--- src/hw/rtl/tksle_pkg.sv ---
// tksle_pkg: types and byte codes for the terminal key sequence line editor
// no dependencies; imported by terminal_key_sequence_line_editor_top

package tksle_pkg;

	// escape decoder phase
	typedef enum logic [2:0] {
		PH_NONE  = 3'd0,
		PH_ESC   = 3'd1,
		PH_CSI   = 3'd2,
		PH_PARAM = 3'd3,
		PH_SS3   = 3'd4
	} phase_t;

	// edit action reported to the line memory
	typedef enum logic [2:0] {
		ACT_NONE   = 3'd0,
		ACT_INSERT = 3'd1,
		ACT_DELETE = 3'd2,
		ACT_MOVE   = 3'd3,
		ACT_DONE   = 3'd4,
		ACT_EOF    = 3'd5,
		ACT_PREV   = 3'd6,
		ACT_NEXT   = 3'd7
	} action_t;

	// item kinds
	typedef enum logic [1:0] {
		MODE_BYTE    = 2'd0,
		MODE_TIMEOUT = 2'd1,
		MODE_INSTALL = 2'd2,
		MODE_UNUSED  = 2'd3
	} mode_t;

	localparam logic [7:0] CH_ESC   = 8'h1B;
	localparam logic [7:0] CH_CR    = 8'h0D;
	localparam logic [7:0] CH_LF    = 8'h0A;
	localparam logic [7:0] CH_DEL   = 8'h7F;
	localparam logic [7:0] CH_BS    = 8'h08;
	localparam logic [7:0] CH_EOT   = 8'h04;
	localparam logic [7:0] CH_SPACE = 8'h20;
	localparam logic [7:0] CH_LBRK  = 8'h5B;
	localparam logic [7:0] CH_SS3   = 8'h4F;
	localparam logic [7:0] CH_TILDE = 8'h7E;
	localparam logic [7:0] CH_ZERO  = 8'h30;
	localparam logic [7:0] CH_NINE  = 8'h39;
	localparam logic [7:0] CH_UP    = 8'h41;
	localparam logic [7:0] CH_DOWN  = 8'h42;
	localparam logic [7:0] CH_RIGHT = 8'h43;
	localparam logic [7:0] CH_LEFT  = 8'h44;
	localparam logic [7:0] CH_HOME  = 8'h48;
	localparam logic [7:0] CH_END   = 8'h46;

	localparam logic [7:0] CAP_RESET = 8'd100;
	localparam logic [7:0] NUM_MAX   = 8'd255;

endpackage

--- src/hw/rtl/terminal_key_sequence_line_editor_top.sv ---
// terminal_key_sequence_line_editor_top: escape sequence decoder and line edit tracker
// depends on tksle_pkg (phase, action and mode codes, byte constants)
//
// channel  direction  handshake              payload
// in       to block   in_valid / in_ready    mode, byte_value, recall_length, restore_draft
// out      from block out_valid / out_ready  action, char_value, cursor_col, line_len
// cfg      to block   cfg_we (no wait)       cfg_data -> buffer capacity
//
// one item per cycle sustained while out_ready stays high; the result passes from the input
// transfer through the input register, then decode and edit update into the result register
// the decoder and edit state are updated as the item leaves the input register
// out_ready low holds the result register, then the input register, then in_ready drops
// reset clears the editor state and sets the buffer capacity to 100; no clearing pass

module terminal_key_sequence_line_editor_top (
	input  logic       clk,
	input  logic       arst_n,
	input  logic       in_valid,
	output logic       in_ready,
	input  logic [1:0] mode,
	input  logic [7:0] byte_value,
	input  logic [7:0] recall_length,
	input  logic       restore_draft,
	output logic       out_valid,
	input  logic       out_ready,
	output logic [2:0] action,
	output logic [7:0] char_value,
	output logic [7:0] cursor_col,
	output logic [7:0] line_len,
	input  logic       cfg_we,
	input  logic [7:0] cfg_data
);
	import tksle_pkg::*;

	// input register
	logic       valid_s1;
	mode_t      mode_s1;
	logic [7:0] byte_s1;
	logic [7:0] recall_s1;
	logic       restore_s1;

	// result register
	logic       out_valid_q;
	action_t    action_q;
	logic [7:0] char_q;
	logic [7:0] cursor_q;
	logic [7:0] length_q;

	// editor state
	logic [7:0] capacity_q;
	phase_t     phase_q;
	logic [7:0] number_q;
	logic [7:0] length_st_q;
	logic [7:0] cursor_st_q;
	logic [7:0] draft_q;
	logic       on_draft_q;

	// next state and result
	phase_t     phase_d;
	logic [7:0] number_d;
	logic [7:0] length_d;
	logic [7:0] cursor_d;
	logic [7:0] draft_d;
	logic       on_draft_d;
	action_t    act_d;
	logic [7:0] char_d;
	logic [7:0] rep_cursor_d;
	logic [7:0] rep_length_d;

	logic        advance;
	logic        in_xfer;
	logic        is_digit;
	logic [7:0]  digit_val;
	logic [8:0]  len_plus2;
	logic [7:0]  limit;
	logic [7:0]  clamp_len;
	logic [11:0] num_next;

	// the input register moves on when the result register is free or being taken
	assign advance  = valid_s1 && (!out_valid_q || out_ready);
	assign in_ready = !valid_s1 || advance;
	assign in_xfer  = in_valid && in_ready;

	always_ff @(posedge clk or negedge arst_n) begin
		if (!arst_n) begin
			valid_s1 <= 1'b0;
		end else if (in_xfer) begin
			valid_s1 <= 1'b1;
		end else if (advance) begin
			valid_s1 <= 1'b0;
		end
	end

	always_ff @(posedge clk) begin
		if (in_xfer) begin
			mode_s1    <= mode_t'(mode);
			byte_s1    <= byte_value;
			recall_s1  <= recall_length;
			restore_s1 <= restore_draft;
		end
	end

	// shared helpers for the decode
	assign is_digit  = (byte_s1 >= CH_ZERO) && (byte_s1 <= CH_NINE);
	assign digit_val = byte_s1 - CH_ZERO;
	assign len_plus2 = {1'b0, length_st_q} + 9'd2;
	assign limit     = (capacity_q >= 8'd2) ? (capacity_q - 8'd2) : 8'd0;
	assign clamp_len = (recall_s1 > limit) ? limit : recall_s1;
	// decimal parameter accumulate, saturating later
	assign num_next  = ({4'd0, number_q} * 12'd10) + {4'd0, digit_val};

	always_comb begin
		phase_d    = phase_q;
		number_d   = number_q;
		length_d   = length_st_q;
		cursor_d   = cursor_st_q;
		draft_d    = draft_q;
		on_draft_d = on_draft_q;
		act_d      = ACT_NONE;
		char_d     = 8'd0;

		unique case (mode_s1)
			MODE_BYTE: begin
				if (phase_q == PH_NONE) begin
					// plain keys
					if (byte_s1 == CH_ESC) begin
						phase_d = PH_ESC;
					end else if (byte_s1 == CH_CR || byte_s1 == CH_LF) begin
						act_d = ACT_DONE;
					end else if (byte_s1 == CH_DEL || byte_s1 == CH_BS) begin
						if (cursor_st_q != 8'd0) begin
							cursor_d = cursor_st_q - 8'd1;
							length_d = length_st_q - 8'd1;
							act_d    = ACT_DELETE;
						end
					end else if (byte_s1 == CH_EOT) begin
						if (length_st_q == 8'd0) begin
							act_d = ACT_EOF;
						end
					end else if (byte_s1 >= CH_SPACE && len_plus2 < {1'b0, capacity_q}) begin
						cursor_d = cursor_st_q + 8'd1;
						length_d = length_st_q + 8'd1;
						char_d   = byte_s1;
						act_d    = ACT_INSERT;
					end
				end else begin
					// inside a sequence: any byte ends the phase unless kept below
					phase_d = PH_NONE;
					unique case (phase_q)
						PH_ESC: begin
							if (byte_s1 == CH_LBRK) begin
								phase_d  = PH_CSI;
								number_d = 8'd0;
							end else if (byte_s1 == CH_SS3) begin
								phase_d = PH_SS3;
							end
						end
						PH_CSI: begin
							if (byte_s1 == CH_UP) begin
								if (on_draft_q) begin
									draft_d = cursor_st_q;
								end
								act_d = ACT_PREV;
							end else if (byte_s1 == CH_DOWN) begin
								act_d = ACT_NEXT;
							end else if (byte_s1 == CH_RIGHT) begin
								if (cursor_st_q < length_st_q) begin
									cursor_d = cursor_st_q + 8'd1;
								end
								act_d = ACT_MOVE;
							end else if (byte_s1 == CH_LEFT) begin
								if (cursor_st_q != 8'd0) begin
									cursor_d = cursor_st_q - 8'd1;
								end
								act_d = ACT_MOVE;
							end else if (byte_s1 == CH_HOME) begin
								cursor_d = 8'd0;
								act_d    = ACT_MOVE;
							end else if (byte_s1 == CH_END) begin
								cursor_d = length_st_q;
								act_d    = ACT_MOVE;
							end else if (is_digit) begin
								number_d = digit_val;
								phase_d  = PH_PARAM;
							end
						end
						PH_PARAM: begin
							if (is_digit) begin
								number_d = (num_next > {4'd0, NUM_MAX}) ? NUM_MAX : num_next[7:0];
								phase_d  = PH_PARAM;
							end else if (byte_s1 == CH_TILDE &&
									(number_q == 8'd1 || number_q == 8'd7)) begin
								cursor_d = 8'd0;
								act_d    = ACT_MOVE;
							end else if (byte_s1 == CH_TILDE &&
									(number_q == 8'd4 || number_q == 8'd8)) begin
								cursor_d = length_st_q;
								act_d    = ACT_MOVE;
							end
						end
						PH_SS3: begin
							if (byte_s1 == CH_HOME) begin
								cursor_d = 8'd0;
								act_d    = ACT_MOVE;
							end else if (byte_s1 == CH_END) begin
								cursor_d = length_st_q;
								act_d    = ACT_MOVE;
							end
						end
						default: begin
							phase_d = PH_NONE;
						end
					endcase
				end
			end
			MODE_TIMEOUT: begin
				// drop any half-read sequence
				phase_d = PH_NONE;
			end
			MODE_INSTALL: begin
				length_d = clamp_len;
				if (restore_s1) begin
					on_draft_d = 1'b1;
					cursor_d   = (draft_q < clamp_len) ? draft_q : clamp_len;
				end else begin
					on_draft_d = 1'b0;
					cursor_d   = clamp_len;
				end
			end
			default: begin
			end
		endcase

		rep_length_d = length_d;
		rep_cursor_d = cursor_d;

		// enter and end of input start a fresh line
		if (act_d == ACT_DONE || act_d == ACT_EOF) begin
			phase_d      = PH_NONE;
			number_d     = 8'd0;
			length_d     = 8'd0;
			cursor_d     = 8'd0;
			draft_d      = 8'd0;
			on_draft_d   = 1'b1;
			rep_cursor_d = 8'd0;
		end
	end

	// editor state and buffer capacity
	always_ff @(posedge clk or negedge arst_n) begin
		if (!arst_n) begin
			capacity_q  <= CAP_RESET;
			phase_q     <= PH_NONE;
			number_q    <= 8'd0;
			length_st_q <= 8'd0;
			cursor_st_q <= 8'd0;
			draft_q     <= 8'd0;
			on_draft_q  <= 1'b1;
		end else begin
			if (cfg_we) begin
				capacity_q <= cfg_data;
			end
			if (advance) begin
				phase_q     <= phase_d;
				number_q    <= number_d;
				length_st_q <= length_d;
				cursor_st_q <= cursor_d;
				draft_q     <= draft_d;
				on_draft_q  <= on_draft_d;
			end
		end
	end

	// result register
	always_ff @(posedge clk or negedge arst_n) begin
		if (!arst_n) begin
			out_valid_q <= 1'b0;
		end else if (advance) begin
			out_valid_q <= 1'b1;
		end else if (out_ready) begin
			out_valid_q <= 1'b0;
		end
	end

	always_ff @(posedge clk) begin
		if (advance) begin
			action_q <= act_d;
			char_q   <= char_d;
			cursor_q <= rep_cursor_d;
			length_q <= rep_length_d;
		end
	end

	assign out_valid  = out_valid_q;
	assign action     = action_q;
	assign char_value = char_q;
	assign cursor_col = cursor_q;
	assign line_len   = length_q;

endmodule
--- config.mk ---
export PLATFORM = sky130hd
export DESIGN_NAME = terminal_key_sequence_line_editor_top
export DESIGN_NICKNAME = d
export VERILOG_FILES = /design/src/hw/rtl/tksle_pkg.sv /design/src/hw/rtl/terminal_key_sequence_line_editor_top.sv
export SDC_FILE = /design/constraint.sdc
export NUM_CORES = 1
export LEC_CHECK = 0
export ABC_AREA = 0
export ABC_CLOCK_PERIOD_IN_PS = 5300
export BUFFER_PORTS_ARGS = -buffer_cell sky130_fd_sc_hd__clkbuf_2
export CAP_MARGIN = 20
export CORE_ASPECT_RATIO = 1.5
export CORE_UTILIZATION = 60
export CTS_BUF_LIST = sky130_fd_sc_hd__clkbuf_4
export DETAILED_ROUTE_END_ITERATION = 6
export PLACE_DENSITY = 0.8
export RECOVER_POWER = 25
export SLEW_MARGIN = 0
export SYNTH_ARGS = -nofsm -noshare
export SYNTH_HDL_FRONTEND = slang
export SYNTH_SLANG_ARGS = --single-unit
--- constraint.sdc ---
create_clock -name clk -period 5.3 [get_ports clk]
set_input_delay 0.265 -clock clk [delete_from_list [all_inputs] [get_ports clk]]
set_output_delay 0.265 -clock clk [all_outputs]
set_load 0.05 [all_outputs]
==> flow_metrics.tcl <==
set metrics [dict create \
    post-route-min-period_ns 5.16 \
    avgRoutedWirePerCell_um 22.9 \
    yosysWarnings 0 \
    dieArea_um2 13500 \
    critPathMaxFanout 4 \
    core_area_um2 12600 \
    finalSetupTns_ns 0 \
    grt_pass1_wl_mm 39.4 \
    yosysUniqueCellTypes 99 \
    grt_usage_pct 39.1 \
    drv_cap 1 \
    required_ns 5.69 \
    cts_root_buf "clkbuf_4" \
    whs_ns -0.00158 \
    fin_util_pct 69.0 \
    yosysTopAreaCellShare_pct 17.7 \
    gp_congestion 1.04 \
    yosysTopAreaCell "edfxtp_1" \
    avgSynthCellArea_um2 8.86 \
    cp_top_family "simple AND/OR/NAND/NOR gates" \
    slew_headroom_pct -87.5 \
    ant_nets 0 \
    grt_max_degree 47 \
    slowest_delay_ns 0.53 \
    fillers 1020 \
    cp.arrival_ns 5.56 \
    grt_setup_unrepaired "yes" \
    fin_skew_ns 0.0251 \
    routed_wl_mm 25.4 \
    die-width_um 95.2 \
    crit_chain "or3_4 -> nor2_2 -> and4_4 -> nor2_1 -> ha_1 -> nand4_1 -> nor2_4 -> a211oi_2 -> buf_4 -> or3_1 -> o31ai_2 -> ha_1 -> nand4_1 -> a21oi_1 -> a211o_1 -> or4_4 -> and3_4 -> buf_4 -> o311a_1 -> o22a_1 -> mux2_2" \
    cp-start-kind "register" \
    clkTransAtPathRegs_ns 0.15 \
    synthCells 883 \
    cts_tree "done" \
    post-route-period-util_pct 97.5 \
    crit_slowest_cell "or4_4" \
    start_util_pct 62.2 \
    die_y_um 142 \
    final_cell_mix "nand2_1, a21oi_1, nor2_1, ha_1, clkbuf_2" \
    yosysSeqAreaShare_pct 32.4 \
    ir_worst_vdd_v 0.000180 \
    io_buffers 60 \
    detailed_place_hpwl_mm 18.8 \
    syn-cell-area_um2 7820 \
    endpoint_kind "register" \
    grt_pass1_vias 7370 \
    power.density_nw_per_um2 338 \
    clockBufferDepth 2 \
    worst_slew_pin_slew_ns 2.81 \
    synthToLayoutAreaGrowth_pct 11.0 \
    cts_made_buffers 9 \
    async_flop_share_pct 50.0 \
    setup_violations 0 \
    synth-edff-count 46 \
    clock.fmax_mhz 194 \
    totalPowerFinal_mw 2.93 \
    antenna_found_initial 1 \
    synth_flop_cell "edfxtp_1" \
    path_class "register to register" \
    htreeDepth 3 \
    rows 50 \
    dr.pass1.iters 5 \
    ys_ff_latch 92 \
    cts_sinks 92 \
    drc_errors 0 \
    synth_area_leaders "edfxtp_1, dfrtp_1, ha_1" \
    final_common_cell "nand2_1" \
    via_per_inst 6.78 \
    worst-path-buf-inv 2 \
    fin_nets 1046 \
    hold_viol 1 \
    io_pins 61 \
    vias 7540 \
    clkLatencyLatePin_ns 0.50 \
    syn_nets 979 \
    drive_gt1_share_pct 15.4 \
    slew_violations 47 \
    violations "negative hold slack, max-capacitance violations, max-slew violations" \
    gr-total-overflow 0 \
    drt-initial-drc-count 650 \
    hp-class "primary input to register" \
    p_leak_nw 3.76 \
    outcome "finished with violations" \
]
==> synth_stat cells (all sizes together), types with 4 or more instances <==
cell and instances:
mux2 6, o211ai 10, nor4b 4, a221oi 5, a31oi 14, inv 43, a21oi 65, and2 12
nand2 81, nor2 66, ha 62, a211o 5, and3b 4, dfstp 4, or4 4, o21a 4
nand3 26, o22ai 9, nand4 11, and3 11, buf 21, or3 10, o211a 4, and4 5
o221ai 8, a41oi 4, xnor2 22, nand2b 10, a21o 13, mux2i 20, o31ai 12, dfrtp 42
clkbuf 27, nor3 24, a211oi 15, edfxtp 46, xor2 5, o21bai 5, a22o 7, o21ai 55
o41ai 6, or2 4, nor4 4, nor3b 10, nor2b 11
==> sequential cells by signal (all words and copies together) (netlist names) <==
name,flops
action,3
byte_s1,8
capacity_q,8
char_value,8
cursor_col,8
cursor_st_q,8
draft_q,8
length_st_q,8
line_len,8
mode_s1,2
number_q,8
on_draft_q,1
out_valid,1
phase_q,3
recall_s1,8
restore_s1,1
valid_s1,1
==> metrics by stage <==
step	setup WS (ns)	std cells	hold WS (ns)	cell area (um2)
final	0.135	1112	-0.00158	8680
after global routing	-0.0192	1112	0.0376	8680
after CTS	0.00478	1109	0.00119	8610
after detailed placement	0.0402	1067	0.420	8160
after global placement	0.133	1067	0.418	8160
after floorplan	0.358	883	-0.0306	7820
==> power breakdown <==
part / internal [mW] / switching (mW) / leakage [nW] / total (mW)
registers: 0.867 / 0.262 / 1.03 / 1.13
clock network: 0.197 / 0.270 / 0.0850 / 0.467
logic: 0.499 / 0.838 / 2.64 / 1.34
total: 1.56 / 1.37 / 3.76 / 2.93
==> final timing paths <==
path | endpoint | cells after the start | start | slack, ns
hold / removal | capacity_q[3] | 3 | cfg_data[3] | -0.002
max in group asynchronous | out_valid | 3 | arst_n | 2.42
min in group asynchronous | capacity_q[0] | 3 | arst_n | 1.28
setup / recovery | cursor_st_q[0] | 21 | capacity_q[3] | 0.14
setup reg to reg | cursor_st_q[0] | 21 | capacity_q[3] | 0.14
hold reg to reg | on_draft_q | 1 | on_draft_q | 0.53
==> layer usage <==
layer,vias up,part of all wire [%],global-route usage (%)
li1,3448,-,-
met1,3592,36,42.8
met2,369,49,65.2
met3,131,6.3,6.43
met4,0,8.7,31.3
met5,-,0,0
==> cell families (layout without fill, tap and decap cells) <==
group           count (synthesis)  after routing  synth area share [%]
buf+inv                        96            168                  6.02
other cells                     0              1                     0
mux                            26             26                  3.42
xor+xnor                       27             27                  3.02
fa+ha+maj                      64             64                  10.4
compound gates                268            268                  23.6
simple gates                  310            310                  21.1
flops                          92             92                  32.4
==> worst reg2reg max path, delay by kind of cell (launching register included) <==
family,cells,cell delay (ns)
adder cells (fa/ha/maj),2,0.64
AO/OA/AOI/OAI,6,0.89
AND/OR/NAND/NOR,10,2.54
buffers and inverters,2,0.30
multiplexers,1,0.26
flip-flops,1,0.45
==> area by class of cell <==
type / count / area [um2] / share of cell area (%)
inverters: 45 / 169 / 1.95
repair buffers: 107 / 714 / 8.23
diodes: 1 / 2.50 / 0.0288
clock buffers: 10 / 75.1 / 0.865
multi-input cells: 695 / 4900 / 56.4
well taps: 156 / 195 / 2.25
clock inverters: 6 / 86.3 / 0.995
flip-flops and latches: 92 / 2540 / 29.2
==> timing repair <==
action                     CTS  global route
setup endpoints to repair    2            14
pin swaps                    0            10
buffers inserted             0             2
hold buffers                26             0
gates resized for setup      7            16
hold endpoints to repair    67             0
Power figures use the tool's default switching activity.
